`src/rtl/trpd_pkg.sv`:
```
// Shared types and constants of the trace ring page decoder.
package trpd_pkg;

    localparam int CFG_DATA_W = 16;
    localparam int CFG_IDX_W  = 3;
    localparam int DELTA_BITS = 27;
    localparam int TL_W       = 5;

    localparam logic [TL_W-1:0] TYPE_DATA_MAX    = 5'd28;
    localparam logic [TL_W-1:0] TYPE_PADDING     = 5'd29;
    localparam logic [TL_W-1:0] TYPE_TIME_EXTEND = 5'd30;

    localparam logic [CFG_IDX_W-1:0] CFG_CPU_ID      = 3'd0;
    localparam logic [CFG_IDX_W-1:0] CFG_EXIT_ID     = 3'd1;
    localparam logic [CFG_IDX_W-1:0] CFG_ENTER_ID    = 3'd2;
    localparam logic [CFG_IDX_W-1:0] CFG_SWITCH_ID   = 3'd3;
    localparam logic [CFG_IDX_W-1:0] CFG_WAKEUP_ID   = 3'd4;

    localparam logic [15:0] EXIT_ID_RESET   = 16'd16;
    localparam logic [15:0] ENTER_ID_RESET  = 16'd17;
    localparam logic [15:0] SWITCH_ID_RESET = 16'd273;
    localparam logic [15:0] WAKEUP_ID_RESET = 16'd275;

    // expected payload sizes in bytes
    localparam logic [31:0] LEN_EXIT    = 32'd24;
    localparam logic [31:0] LEN_ENTER   = 32'd64;
    localparam logic [31:0] LEN_SWITCH  = 32'd64;
    localparam logic [31:0] LEN_WAKEUP  = 32'd40;
    localparam logic [31:0] LEN_UNKNOWN = 32'd8;

    // payload word positions
    localparam logic [4:0] PW_TYPE       = 5'd0;
    localparam logic [4:0] PW_PID        = 5'd1;
    localparam logic [4:0] PW_NUM_LO     = 5'd2;
    localparam logic [4:0] PW_NUM_HI     = 5'd3;
    localparam logic [4:0] PW_PREV_PID   = 5'd6;
    localparam logic [4:0] PW_STATE_LO   = 5'd8;
    localparam logic [4:0] PW_STATE_HI   = 5'd9;
    localparam logic [4:0] PW_NEXT_PID   = 5'd14;
    localparam logic [4:0] PW_LAST       = 5'd31;

    typedef enum logic [2:0] {
        KIND_EXIT    = 3'd0,
        KIND_ENTER   = 3'd1,
        KIND_SWITCH  = 3'd2,
        KIND_WAKEUP  = 3'd3,
        KIND_UNKNOWN = 3'd4,
        KIND_INVALID = 3'd5
    } kind_t;

    typedef struct packed {
        logic [63:0]        timestamp_ns;
        logic [7:0]         ring_cpu;
        kind_t              event_kind;
        logic               length_ok;
        logic signed [31:0] event_pid;
        logic signed [63:0] syscall_number;
        logic signed [31:0] previous_pid;
        logic               previous_running;
        logic signed [31:0] incoming_pid;
        logic signed [31:0] woken_pid;
        logic signed [31:0] wake_target_cpu;
    } result_t;

    typedef struct packed {
        logic [15:0] ev_type;
        logic [31:0] pid;
        logic [63:0] number;
        logic [31:0] outgoing_pid;
        logic        prev_zero;
        logic [31:0] incoming_pid;
        logic [31:0] woken_pid;
        logic [31:0] target;
    } held_t;

endpackage

```
`src/rtl/trpd_if.sv`:
```
// Request channel interfaces for page words and decoded results.
interface trpd_page_if;
    logic        valid;
    logic        ready;
    logic [31:0] word;
    logic        page_start;

    modport source (output valid, output word, output page_start, input ready);
    modport sink (input valid, input word, input page_start, output ready);
endinterface

interface trpd_result_if;
    logic               valid;
    logic               ready;
    logic [63:0]        timestamp_ns;
    logic [7:0]         ring_cpu;
    logic [2:0]         event_kind;
    logic               length_ok;
    logic signed [31:0] event_pid;
    logic signed [63:0] syscall_number;
    logic signed [31:0] previous_pid;
    logic               previous_running;
    logic signed [31:0] incoming_pid;
    logic signed [31:0] woken_pid;
    logic signed [31:0] wake_target_cpu;

    modport source (
        output valid, input ready,
        output timestamp_ns, output ring_cpu, output event_kind, output length_ok,
        output event_pid, output syscall_number, output previous_pid,
        output previous_running, output incoming_pid, output woken_pid,
        output wake_target_cpu
    );
    modport sink (
        input valid, output ready,
        input timestamp_ns, input ring_cpu, input event_kind, input length_ok,
        input event_pid, input syscall_number, input previous_pid,
        input previous_running, input incoming_pid, input woken_pid,
        input wake_target_cpu
    );
endinterface

```
`src/rtl/trace_ring_page_decoder_unit.sv`:
```
// Trace ring page decoder: header parse, record decode, result buffer.
// A result is written to the result buffer when the request word that completes it is accepted.
// Throughput: one word per cycle; the decode state update is a single pass with one
// 64-bit timestamp adder, and a two-entry result buffer keeps input flowing while
// the consumer stalls (input stops only when both entries are full).
// Reset: asynchronous, active low; waits for page start, registers take defaults.
module trace_ring_page_decoder_unit
    import trpd_pkg::*;
#(
    parameter int PAGE_BYTES = 4096
) (
    input  logic                  clk,
    input  logic                  rst_n,
    input  logic                  write_enable,
    input  logic [CFG_IDX_W-1:0]  write_index,
    input  logic [CFG_DATA_W-1:0] write_data,
    trpd_page_if.sink             page,
    trpd_result_if.source         result
);

    localparam int POS_W = $clog2(PAGE_BYTES) + 1;
    localparam logic [POS_W-1:0] DATA_MAX = POS_W'(PAGE_BYTES - 16);
    localparam logic [31:0]      DATA_MAX_W = 32'(PAGE_BYTES - 16);

    typedef enum logic [7:0] {
        PH_IDLE     = 8'b0000_0001,
        PH_HEADER   = 8'b0000_0010,
        PH_REC      = 8'b0000_0100,
        PH_LEN_DATA = 8'b0000_1000,
        PH_LEN_PAD  = 8'b0001_0000,
        PH_EXTEND   = 8'b0010_0000,
        PH_PAYLOAD  = 8'b0100_0000,
        PH_SKIP     = 8'b1000_0000
    } phase_t;

    // configuration
    logic [7:0]  cpu_id_reg;
    logic [15:0] exit_id_reg, enter_id_reg, switch_id_reg, wakeup_id_reg;

    // decode state
    phase_t           phase_reg, phase_next;
    logic [1:0]       hdr_idx_reg, hdr_idx_next;
    logic [POS_W-1:0] pdb_reg, pdb_next;
    logic [POS_W-1:0] bp_reg, bp_next;
    logic [63:0]      time_reg, time_next;
    logic [26:0]      pending_reg, pending_next;
    logic [31:0]      left_reg, left_next;
    logic [4:0]       pwi_reg, pwi_next;
    logic [31:0]      rec_len_reg, rec_len_next;
    held_t            held_reg, held_next;

    // result buffer
    result_t    buf_reg [2];
    logic       wr_ptr_reg, rd_ptr_reg;
    logic [1:0] count_reg;

    logic       in_acc, push, pop, emit, emit_invalid, data_phase;
    result_t    new_res;
    logic [63:0] addend;
    logic        add_en;
    logic [4:0]  tl;
    logic [26:0] delta;
    logic [POS_W-1:0] avail;
    logic [2:0]  valid_bytes;
    logic [31:0] mw;
    logic [31:0] len_w;

    function automatic logic [2:0] take_four(input logic [31:0] left);
        return (left < 32'd4) ? left[2:0] : 3'd4;
    endfunction

    function automatic result_t build_record(
        input held_t       h,
        input logic [31:0] len,
        input logic [63:0] ts,
        input logic [7:0]  cpu,
        input logic [15:0] exit_id,
        input logic [15:0] enter_id,
        input logic [15:0] switch_id,
        input logic [15:0] wakeup_id
    );
        result_t r;
        r = '0;
        r.timestamp_ns = ts;
        r.ring_cpu     = cpu;
        r.event_pid    = h.pid;
        priority if (h.ev_type == exit_id)
        begin
            r.event_kind     = KIND_EXIT;
            r.length_ok      = (len == LEN_EXIT);
            r.syscall_number = h.number;
        end
        else if (h.ev_type == enter_id)
        begin
            r.event_kind     = KIND_ENTER;
            r.length_ok      = (len == LEN_ENTER);
            r.syscall_number = h.number;
        end
        else if (h.ev_type == switch_id)
        begin
            r.event_kind       = KIND_SWITCH;
            r.length_ok        = (len == LEN_SWITCH);
            r.previous_pid     = h.outgoing_pid;
            r.previous_running = h.prev_zero;
            r.incoming_pid     = h.incoming_pid;
        end
        else if (h.ev_type == wakeup_id)
        begin
            r.event_kind      = KIND_WAKEUP;
            r.length_ok       = (len == LEN_WAKEUP);
            r.woken_pid       = h.woken_pid;
            r.wake_target_cpu = h.target;
        end
        else
        begin
            r.event_kind = KIND_UNKNOWN;
            r.length_ok  = (len == LEN_UNKNOWN);
        end
        return r;
    endfunction

    assign in_acc     = page.valid && page.ready;
    assign page.ready = (count_reg != 2'd2);
    assign data_phase = (phase_reg != PH_IDLE) && (phase_reg != PH_HEADER);
    assign tl         = page.word[TL_W-1:0];
    assign delta      = page.word[31:5];
    assign avail      = (pdb_reg > bp_reg) ? (pdb_reg - bp_reg) : '0;
    assign len_w      = (page.word >= 32'd4) ? (page.word - 32'd4) : 32'd0;

    always_comb
    begin
        phase_next   = phase_reg;
        hdr_idx_next = hdr_idx_reg;
        pdb_next     = pdb_reg;
        bp_next      = bp_reg;
        pending_next = pending_reg;
        left_next    = left_reg;
        pwi_next     = pwi_reg;
        rec_len_next = rec_len_reg;
        held_next    = held_reg;
        emit         = 1'b0;
        emit_invalid = 1'b0;
        addend       = '0;
        add_en       = 1'b0;
        valid_bytes  = '0;
        mw           = '0;

        // the data record start below is shared by inline and explicit length records
        if (in_acc && !page.page_start && data_phase)
        begin
            unique case (phase_reg)
                PH_REC:
                begin
                    priority if (tl == '0)
                    begin
                        pending_next = delta;
                        phase_next   = PH_LEN_DATA;
                    end
                    else if (tl <= TYPE_DATA_MAX)
                    begin
                        addend = {37'b0, delta};
                        add_en = 1'b1;
                    end
                    else if (tl == TYPE_PADDING)
                    begin
                        if (delta == '0)
                        begin
                            phase_next = PH_IDLE;
                        end
                        else
                        begin
                            pending_next = delta;
                            phase_next   = PH_LEN_PAD;
                        end
                    end
                    else if (tl == TYPE_TIME_EXTEND)
                    begin
                        pending_next = delta;
                        phase_next   = PH_EXTEND;
                    end
                    else
                    begin
                        emit         = 1'b1;
                        emit_invalid = 1'b1;
                        phase_next   = PH_IDLE;
                    end
                end
                PH_LEN_DATA:
                begin
                    addend = {37'b0, pending_reg};
                    add_en = 1'b1;
                end
                PH_LEN_PAD:
                begin
                    addend     = {37'b0, pending_reg};
                    add_en     = 1'b1;
                    left_next  = len_w;
                    phase_next = (len_w != '0) ? PH_SKIP : PH_REC;
                end
                PH_EXTEND:
                begin
                    addend     = {5'b0, page.word, pending_reg};
                    add_en     = 1'b1;
                    phase_next = PH_REC;
                end
                PH_SKIP:
                begin
                    left_next = left_reg - 32'(take_four(left_reg));
                    if (left_next == '0)
                    begin
                        phase_next = PH_REC;
                    end
                end
                PH_PAYLOAD:
                begin
                    valid_bytes = take_four(left_reg);
                    if (avail < POS_W'(valid_bytes))
                    begin
                        valid_bytes = avail[2:0];
                    end
                    unique case (valid_bytes)
                        3'd0:    mw = '0;
                        3'd1:    mw = {24'b0, page.word[7:0]};
                        3'd2:    mw = {16'b0, page.word[15:0]};
                        3'd3:    mw = {8'b0, page.word[23:0]};
                        default: mw = page.word;
                    endcase
                    unique case (pwi_reg)
                        PW_TYPE:     held_next.ev_type = mw[15:0];
                        PW_PID:      held_next.pid = mw;
                        PW_NUM_LO:   held_next.number[31:0] = mw;
                        PW_NUM_HI:   held_next.number[63:32] = mw;
                        PW_PREV_PID:
                        begin
                            held_next.outgoing_pid = mw;
                            held_next.woken_pid    = mw;
                        end
                        PW_STATE_LO: held_next.prev_zero = held_reg.prev_zero && (mw == '0);
                        PW_STATE_HI:
                        begin
                            held_next.prev_zero = held_reg.prev_zero && (mw == '0);
                            held_next.target    = mw;
                        end
                        PW_NEXT_PID: held_next.incoming_pid = mw;
                        default:     ;
                    endcase
                    left_next = left_reg - 32'(take_four(left_reg));
                    if (pwi_reg != PW_LAST)
                    begin
                        pwi_next = pwi_reg + 5'd1;
                    end
                    if (left_next == '0)
                    begin
                        emit       = 1'b1;
                        phase_next = PH_REC;
                    end
                end
                default: phase_next = PH_IDLE;
            endcase

            // start of a data record
            if ((phase_reg == PH_REC && tl != '0 && tl <= TYPE_DATA_MAX) ||
                phase_reg == PH_LEN_DATA)
            begin
                held_next           = '0;
                held_next.prev_zero = 1'b1;
                pwi_next            = '0;
                rec_len_next        = (phase_reg == PH_REC) ? {25'b0, tl, 2'b00} : len_w;
                left_next           = rec_len_next;
                if (rec_len_next == '0)
                begin
                    emit       = 1'b1;
                    phase_next = PH_REC;
                end
                else
                begin
                    phase_next = PH_PAYLOAD;
                end
            end

            bp_next = bp_reg + POS_W'(4);
            if (phase_next != PH_IDLE && bp_next >= pdb_reg)
            begin
                if (phase_next == PH_PAYLOAD && !emit)
                begin
                    emit = 1'b1;
                end
                phase_next = PH_IDLE;
            end
        end
        else if (in_acc && page.page_start)
        begin
            hdr_idx_next = 2'd1;
            phase_next   = PH_HEADER;
        end
        else if (in_acc && phase_reg == PH_HEADER)
        begin
            unique case (hdr_idx_reg)
                2'd1:    ;
                2'd2:    pdb_next = (page.word < DATA_MAX_W) ? page.word[POS_W-1:0] : DATA_MAX;
                default:
                begin
                    if (page.word != '0)
                    begin
                        pdb_next = DATA_MAX;
                    end
                    bp_next    = '0;
                    phase_next = (pdb_next != '0) ? PH_REC : PH_IDLE;
                end
            endcase
            hdr_idx_next = hdr_idx_reg + 2'd1;
        end
    end

    always_comb
    begin
        time_next = time_reg;
        if (in_acc && page.page_start)
        begin
            time_next = {32'b0, page.word};
        end
        else if (in_acc && phase_reg == PH_HEADER && hdr_idx_reg == 2'd1)
        begin
            time_next = {page.word, time_reg[31:0]};
        end
        else if (add_en)
        begin
            time_next = time_reg + addend;
        end
    end

    always_comb
    begin
        if (emit_invalid)
        begin
            new_res              = '0;
            new_res.timestamp_ns = time_reg;
            new_res.ring_cpu     = cpu_id_reg;
            new_res.event_kind   = KIND_INVALID;
        end
        else
        begin
            new_res = build_record(held_next, rec_len_next, time_next, cpu_id_reg,
                                   exit_id_reg, enter_id_reg, switch_id_reg,
                                   wakeup_id_reg);
        end
    end

    assign push = emit;
    assign pop  = result.valid && result.ready;

    always_ff @(posedge clk or negedge rst_n)
    begin
        if (!rst_n)
        begin
            cpu_id_reg    <= '0;
            exit_id_reg   <= EXIT_ID_RESET;
            enter_id_reg  <= ENTER_ID_RESET;
            switch_id_reg <= SWITCH_ID_RESET;
            wakeup_id_reg <= WAKEUP_ID_RESET;
        end
        else if (write_enable)
        begin
            unique case (write_index)
                CFG_CPU_ID:    cpu_id_reg    <= write_data[7:0];
                CFG_EXIT_ID:   exit_id_reg   <= write_data;
                CFG_ENTER_ID:  enter_id_reg  <= write_data;
                CFG_SWITCH_ID: switch_id_reg <= write_data;
                CFG_WAKEUP_ID: wakeup_id_reg <= write_data;
                default:       ;
            endcase
        end
    end

    always_ff @(posedge clk or negedge rst_n)
    begin
        if (!rst_n)
        begin
            phase_reg   <= PH_IDLE;
            hdr_idx_reg <= '0;
            pdb_reg     <= '0;
            bp_reg      <= '0;
            time_reg    <= '0;
            pending_reg <= '0;
            left_reg    <= '0;
            pwi_reg     <= '0;
            rec_len_reg <= '0;
            held_reg    <= '0;
            wr_ptr_reg  <= 1'b0;
            rd_ptr_reg  <= 1'b0;
            count_reg   <= '0;
        end
        else
        begin
            phase_reg   <= phase_next;
            hdr_idx_reg <= hdr_idx_next;
            pdb_reg     <= pdb_next;
            bp_reg      <= bp_next;
            time_reg    <= time_next;
            pending_reg <= pending_next;
            left_reg    <= left_next;
            pwi_reg     <= pwi_next;
            rec_len_reg <= rec_len_next;
            held_reg    <= held_next;
            if (push)
            begin
                wr_ptr_reg <= !wr_ptr_reg;
            end
            if (pop)
            begin
                rd_ptr_reg <= !rd_ptr_reg;
            end
            unique case ({push, pop})
                2'b10:   count_reg <= count_reg + 2'd1;
                2'b01:   count_reg <= count_reg - 2'd1;
                default: ;
            endcase
        end
    end

    always_ff @(posedge clk)
    begin
        if (push)
        begin
            buf_reg[wr_ptr_reg] <= new_res;
        end
    end

    assign result.valid            = (count_reg != 2'd0);
    assign result.timestamp_ns     = buf_reg[rd_ptr_reg].timestamp_ns;
    assign result.ring_cpu         = buf_reg[rd_ptr_reg].ring_cpu;
    assign result.event_kind       = buf_reg[rd_ptr_reg].event_kind;
    assign result.length_ok        = buf_reg[rd_ptr_reg].length_ok;
    assign result.event_pid        = buf_reg[rd_ptr_reg].event_pid;
    assign result.syscall_number   = buf_reg[rd_ptr_reg].syscall_number;
    assign result.previous_pid     = buf_reg[rd_ptr_reg].previous_pid;
    assign result.previous_running = buf_reg[rd_ptr_reg].previous_running;
    assign result.incoming_pid     = buf_reg[rd_ptr_reg].incoming_pid;
    assign result.woken_pid        = buf_reg[rd_ptr_reg].woken_pid;
    assign result.wake_target_cpu  = buf_reg[rd_ptr_reg].wake_target_cpu;

    a_count_bound: assert property (@(posedge clk) disable iff (!rst_n)
        count_reg <= 2'd2)
        else $error("result buffer count overflow");

    a_invalid_ends_page: assert property (@(posedge clk) disable iff (!rst_n)
        (push && emit_invalid) |=> (phase_reg == PH_IDLE))
        else $error("page not closed after invalid header");

    a_pos_in_data: assert property (@(posedge clk) disable iff (!rst_n)
        data_phase |-> (bp_reg < pdb_reg))
        else $error("byte position past data end while decoding");

    a_no_push_when_full: assert property (@(posedge clk) disable iff (!rst_n)
        (count_reg == 2'd2) |-> !push)
        else $error("result pushed into full buffer");

endmodule

```
`src/flat_wrapper.sv`:
```
// flat-port wrapper written by rule: the top's interface ports become plain ports
module trace_ring_page_decoder_unit_flat import trpd_pkg::*;
#(
    parameter int PAGE_BYTES = 4096
)
  (clk, rst_n, write_enable, write_index, write_data, page_valid, page_word, page_page_start, page_ready, result_valid, result_ready, result_timestamp_ns, result_ring_cpu, result_event_kind, result_length_ok, result_event_pid, result_syscall_number, result_previous_pid, result_previous_running, result_incoming_pid, result_woken_pid, result_wake_target_cpu);
  trpd_page_if page_i ();
  trpd_result_if result_i ();
  input  logic clk;
  input  logic rst_n;
  input  logic write_enable;
  input  logic [CFG_IDX_W-1:0] write_index;
  input  logic [CFG_DATA_W-1:0] write_data;
  input wire logic [$bits(page_i.valid)-1:0] page_valid;
  input wire logic [$bits(page_i.word)-1:0] page_word;
  input wire logic [$bits(page_i.page_start)-1:0] page_page_start;
  output wire logic [$bits(page_i.ready)-1:0] page_ready;
  output wire logic [$bits(result_i.valid)-1:0] result_valid;
  input wire logic [$bits(result_i.ready)-1:0] result_ready;
  output wire logic [$bits(result_i.timestamp_ns)-1:0] result_timestamp_ns;
  output wire logic [$bits(result_i.ring_cpu)-1:0] result_ring_cpu;
  output wire logic [$bits(result_i.event_kind)-1:0] result_event_kind;
  output wire logic [$bits(result_i.length_ok)-1:0] result_length_ok;
  output wire logic [$bits(result_i.event_pid)-1:0] result_event_pid;
  output wire logic [$bits(result_i.syscall_number)-1:0] result_syscall_number;
  output wire logic [$bits(result_i.previous_pid)-1:0] result_previous_pid;
  output wire logic [$bits(result_i.previous_running)-1:0] result_previous_running;
  output wire logic [$bits(result_i.incoming_pid)-1:0] result_incoming_pid;
  output wire logic [$bits(result_i.woken_pid)-1:0] result_woken_pid;
  output wire logic [$bits(result_i.wake_target_cpu)-1:0] result_wake_target_cpu;
  assign page_i.valid = page_valid;
  assign page_i.word = page_word;
  assign page_i.page_start = page_page_start;
  assign page_ready = page_i.ready;
  assign result_valid = result_i.valid;
  assign result_i.ready = result_ready;
  assign result_timestamp_ns = result_i.timestamp_ns;
  assign result_ring_cpu = result_i.ring_cpu;
  assign result_event_kind = result_i.event_kind;
  assign result_length_ok = result_i.length_ok;
  assign result_event_pid = result_i.event_pid;
  assign result_syscall_number = result_i.syscall_number;
  assign result_previous_pid = result_i.previous_pid;
  assign result_previous_running = result_i.previous_running;
  assign result_incoming_pid = result_i.incoming_pid;
  assign result_woken_pid = result_i.woken_pid;
  assign result_wake_target_cpu = result_i.wake_target_cpu;
  trace_ring_page_decoder_unit #(.PAGE_BYTES(PAGE_BYTES)) u_core (.clk(clk), .rst_n(rst_n), .write_enable(write_enable), .write_index(write_index), .write_data(write_data), .page(page_i), .result(result_i));
endmodule
```
`config.mk`:
```
export PLATFORM = sky130hd
export DESIGN_NAME = trace_ring_page_decoder_unit_flat
export DESIGN_NICKNAME = d
export VERILOG_FILES = /design/src/rtl/trpd_pkg.sv /design/src/rtl/trpd_if.sv /design/src/rtl/trace_ring_page_decoder_unit.sv /design/src/flat_wrapper.sv
export SDC_FILE = /design/constraint.sdc
export NUM_CORES = 2
export LEC_CHECK = 0
export ABC_AREA = 1
export ABC_CLOCK_PERIOD_IN_PS = 19100
export BUFFER_PORTS_ARGS = -buffer_cell sky130_fd_sc_hd__buf_2
export CORE_UTILIZATION = 35
export CTS_CLUSTER_SIZE = 24
export DETAILED_ROUTE_END_ITERATION = 6
export REMOVE_ABC_BUFFERS = 1
export SETUP_SLACK_MARGIN = 0.3
export SLEW_MARGIN = 20
export SYNTH_ARGS = -nofsm -noshare
export SYNTH_HDL_FRONTEND = slang
export SYNTH_SLANG_ARGS = --single-unit
export TNS_END_PERCENT = 50
```
`constraint.sdc`:
```
create_clock -name clk -period 19.1 [get_ports clk]
set_clock_uncertainty 0.1 [all_clocks]
set_input_delay 3.82 -clock clk [delete_from_list [all_inputs] [get_ports clk]]
set_output_delay 3.82 -clock clk [all_outputs]
set_load 0.03 [all_outputs]
```
; After elaboration in Yosys (flattened, before gate mapping)
; Memories as Yosys holds them, arrays and structs flattened.
; Cells that the tools add are included.
[totals]
register_bits = 513
ramBits = 602
inputBits = 57
output_inout_bits = 303
word_cells = 251
mem_count = 1
[memory_table]
columns = name, words, word_bits, read_ports, rd_ports_with_merged_regs, write_ports, line_no
row1 = u_core.buf_reg, 2, 301, 1, 0, 1, trace_ring_page_decoder_unit.sv:53  ; result_t buf_reg [2];
[op_classes]
n_addsub = 9
n_lt_le_gt_ge = 7
eq_ne = 46
mux = 104
bitwise_logic = 3
reduce_logical = 56
[ops]
columns = cell, n
row1 = 2-to-1 mux 241 bit, 3
row2 = 2-to-1 mux 64 bit, 9
row3 = 2-to-1 mux 32 bit, 14
row4 = 2-to-1 mux 301 bit, 1
row5 = 2-to-1 mux 129 bit, 2
row6 = one-hot mux 64 bit (3 select lines), 1
row7 = 2-to-1 mux 27 bit, 6
row8 = 2-to-1 mux 13 bit, 11
row9 = one-hot mux 32 bit (4 select lines), 1
row10 = zero test 32 bit, 3
row11 = 2-to-1 mux 8 bit, 12
row12 = 2-to-1 mux 65 bit, 1
row13 = adder 64 bit, 1
row14 = equality test 16 bit, 4
row15 = one-hot mux 32 bit (2 select lines), 1
row16 = nonzero test 32 bit, 2
row17 = one-hot mux 8 bit (5 select lines), 1
row18 = equality test 32 x 4 -> 1 bit (second input constant), 1
row19 = equality test 32 x 5 -> 1 bit (second input constant), 1
row20 = equality test 32 x 6 -> 1 bit (second input constant), 1
row21 = equality test 32 x 7 -> 1 bit (second input constant), 1
row22 = >= comparator 32 x 3 -> 1 bit (second input constant), 1
row23 = less-than comparator 32 x 12 -> 1 bit (second input constant), 1
row24 = less-than comparator 32 x 3 -> 1 bit (second input constant), 1
row25 = 63 further kinds, 145

; Logic depth before layout (Yosys ltp)
[depth]
word_depth = 22
mapped_depth = 38
mapped_depth_nobuf = 36

; Worst setup path after synthesis
; Ideal clock, no wire load.
[synth_timing]
kind = input to register
from = input page_word[3]
to = memory u_core.buf_reg[1][0] in the netlist's numbering (enable)
setup_time_ps = 970
t_arrival_ps = 18896
required_time_ps = 18030
slack_ps = -865
cell_stages = 19
path_buffers = 1
path_cell_list = inv_1 > ha_1 > nand2_1 > nor3_1 > nand4_1 > inv_1 > buf_1 > nor2_1 > nand2_1 > nand2_1 > nor4_1 > nand4_1 > nor3b_1 > nand3_1 > nand2_1 > nor2_1 > o21ai_0 > nand2_1 > nor2_1
[synth_via]
elab_chain_cells = 16
word_cells_on_any_way = 41
classes_between = add/sub (1) / order compare (2) / eq/ne (4) / mux (24) / reduce/logical (10)
[synth_lines]
columns = element, line_no
row1 = start: declaration, flat_wrapper.sv:15  ; input wire logic [$bits(page_i.word)-1:0] page_word;
row2 = branches (longest 12 deep; another with subtractor 32 x 3 -> 32 bit), --
row3 = 2-to-1 mux 1 bit *, trace_ring_page_decoder_unit.sv:282  ; if (phase_next != PH_IDLE && bp_next >= pdb_reg)
row4 = 2-to-1 mux 1 bit *, trace_ring_page_decoder_unit.sv:149  ; if (in_acc && !page.page_start && data_phase)
row5 = 2-to-1 mux 1 bit *, trace_ring_page_decoder_unit.sv:423  ; if (push)
row6 = 2-to-1 mux 1 bit (not written as such) *, trace_ring_page_decoder_unit.sv:425  ; buf_reg[wr_ptr_reg] <= new_res;
row7 = end: declaration, trace_ring_page_decoder_unit.sv:53
; Mark *: on every way between the ends. The select of a mux whose other input is x is not followed.

==> impl_metrics.csv <==
group,metric,value,unit
status,status,"completed",
detailed_routing,num_vias,47500,
clocking,ctsHoldBuffers,0,
worst_setup_path,path_delay_family,"buffers and inverters",
power,p_int,5.23,mW
synth,yosys.area.top_type,"edfxtp_1",
global_routing,use_met3,0.0399,
synth,synth.ff_latch_count,1113,
floorplanning,die_area,0.166,sq mm
synth,postSynthAreaPerCell,8.65,sq um
global_routing,grt_pass1_vias,45000,
timing,period_needed,10800,ps
worst_setup_path,crit_top_cell,"nor2_1",
power,power_leakage,29.9,nW
worst_hold_path,hp-start,"u_core.rec_len_reg[0]",
worst_setup_path,critical_path_class,"primary input to register",
worst_setup_path,crit_start,"page_word[2]",
timing,final_max_slew_viol_count,0,
final_layout,final_nets,7061,
final_layout,largest_register_ff_count,602,
power,combinationalPowerShare,0.361,
timing,tightest_slew,1140,ps
worst_hold_path,hold_path_class,"register to register",
floorplanning,die_y,408,microns
synth,ys.flop_type,"edfxtp_1",
global_routing,grt_pass1_wl,291000,microns
detailed_routing,drtPass1Iterations,6,
placement,pre_cts_ws,7600,ps
synth,yosys-top-cells-area,"edfxtp_1 31%, dfrtp_1 22%, nand2_1 13%",
floorplanning,rows,148,
global_routing,grt_busiest_layer,"met2",
timing,fin_ws,8300,ps
worst_setup_path,worst-path-buf-inv,9,
timing,holdWs,368,ps
timing,finalSetupTns,0,ps
global_routing,grtUsageMet1,0.320,
worst_setup_path,r2r-start,"u_core.count_reg[0]",
run,drv_cap,0,
floorplanning,start_util,0.353,
global_routing,met2_usage,0.365,
synth,synth_top_area_share,0.314,
worst_setup_path,worst-endpoint-arrival,11180,ps
power,power_frac_seq,0.337,
power,cellPowerDensity,134,mW/mm^2
detailed_routing,wire_per_inst,21.4,microns
worst_setup_path,slowest_delay,910,ps
timing,maxSlewHeadroom,0.238,
timing,setup_viol,0,
detailed_routing,vias_per_cell,5.16,
placement,place_congestion,0.948,
global_routing,antenna_found_initial,14,
clocking,cts_resized,0,
timing,fmax,92.6,MHz
power,vdd_ir_drop_max,114,uV
clocking,cts_tree,"yes",
worst_setup_path,cp_max_fo,133,
synth,ys_async_sr_fraction,0.459,
final_layout,drive_gt1_frac,0.129,
power,p_clk_frac,0.301,
global_routing,overflow,0,
placement,io_buffers,359,
clocking,insertion_delay,790,ps
worst_setup_path,crit_path_end_kind,"register",
timing,rsz0062_at_grt,"no",
global_routing,grt_max_degree,193,
worst_setup_path,cp.required,19480,ps
clocking,cts-root-buf,"clkbuf_16",
synth,synth_cell_types,66,
floorplanning,die_w,408,microns
power,power.total,8.86,mW
synth,synth_cells,6656,
power,p_switching,3.63,mW
placement,post_dp_cell_area,0.0613,sq mm
final_layout,final_cell_mix,"2060 x nand2_1, 668 x inv_1, 602 x edfxtp_1, 542 x nor2_1, 499 x dfrtp_1",
synth,synth_edf_count,602,
final_layout,finalInstanceArea,0.0659,sq mm
detailed_routing,drc_errors,0,
clocking,post_cts_buffers,0,
synth,ys_warn_count,0,
worst_setup_path,start_kind,"primary input",
clocking,cts-buffers-inserted,130,
final_layout,mostFrequentLayoutCell,"nand2_1",
detailed_routing,wirelength,196000,microns
global_routing,grtUsageTotal,0.231,
synth,synthesis.area,0.0576,sq mm
detailed_routing,ant_nets,0,
synth,synth-seq-area-share,0.536,
timing,finalHoldViolCount,0,
worst_setup_path,cp_slowest_cell,"inv_2",
detailed_routing,drt_iter0_drc,4156,
floorplanning,core_area,0.163,sq mm
power,switching_share,0.409,
clocking,cts_htree_levels,4,
placement,post-dp-hpwl,133000,microns
final_layout,area_growth,14.5,%
clocking,clkSinkCount,1113,
clocking,cts.clk_slew.worst_paths,60,ps
clocking,clockBufferDepth,3,
timing,fin_crit_sh,0.565,
floorplanning,io_pins,360,
synth_stat cells (all sizes together) (81+ instances only):
cell type,count
nand2,2135
o211ai,161
ha,99
a21oi,361
clkbuf,240
o21ai,368
xor2,81
edfxtp,602
nand3,187
inv,685
nor2,580
dfrtp,500
nor3,137
cell type report:
cell class | count | area [sq um]
well taps | 2175 | 2720
multi-input cells | 4540 | 22700
clock buffers | 187 | 3800
repair buffers | 425 | 2400
diodes | 6 | 15.0
clock inverters | 53 | 825
flip-flops and latches | 1113 | 30900
inverters | 694 | 2630
fillers | 16200 | 97200
per-stage QoR:
| step | utilization | std cells |
|---|---|---|
| 4_1_cts | 0.404 | 9185 |
| 6_report | 0.404 | 9193 |
| 5_1_grt | 0.404 | 9188 |
| 3_5_place_dp | 0.375 | 8945 |
| 2_1_floorplan | - | 6347 |
| 3_3_place_gp | 0.375 | 8944 |
power by group through the flow:
stage / clock network [mW] / registers (mW) / logic, mW
5_1_grt: 2.81 / 3.01 / 3.48
3_3_place_gp: 0 / 3.03 / 3.18
2_1_floorplan: 0 / 3.02 / 2.11
6_report: 2.67 / 2.99 / 3.20
3_5_place_dp: 0 / 3.03 / 3.20
4_1_cts: 2.72 / 2.98 / 3.21
path summary, 6_finish.rpt:
kind / endpoint / slack, ps / depth (start not counted)
max: u_core.buf_reg[1][42] / 8300 / 26
min: u_core.rec_len_reg[0] / 370 / 2
max reg2reg: u_core.buf_reg[0][280] / 11250 / 28
min reg2reg: u_core.rec_len_reg[0] / 370 / 2
max in group asynchronous: u_core.time_reg[63] / 12860 / 4
min in group asynchronous: u_core.cpu_id_reg[5] / 2950 / 1
worst min-delay path, stage by stage, from the launching register on:
cell	delay (ps)
dfrtp_1	320
a21oi_1	50
inv_1	60
cell families after synthesis:
kind of cell,synth area share
xor gates and xnor gates,0.0178
buffers and inverters,0.0719
AOI/OAI and AO/OA,0.124
DFF,0.536
other,0.000130
adders and majority gates,0.0219
and+or+nand+nor,0.229
routing by layer:
metal / vias up / part of all wire
li1: 22600 / -
met1: 23000 / 0.44
met2: 1586 / 0.46
met3: 314 / 0.063
met4: 6 / 0.033
met5: - / 0.00018
Note: power is estimated with default switching activity, not from simulation.
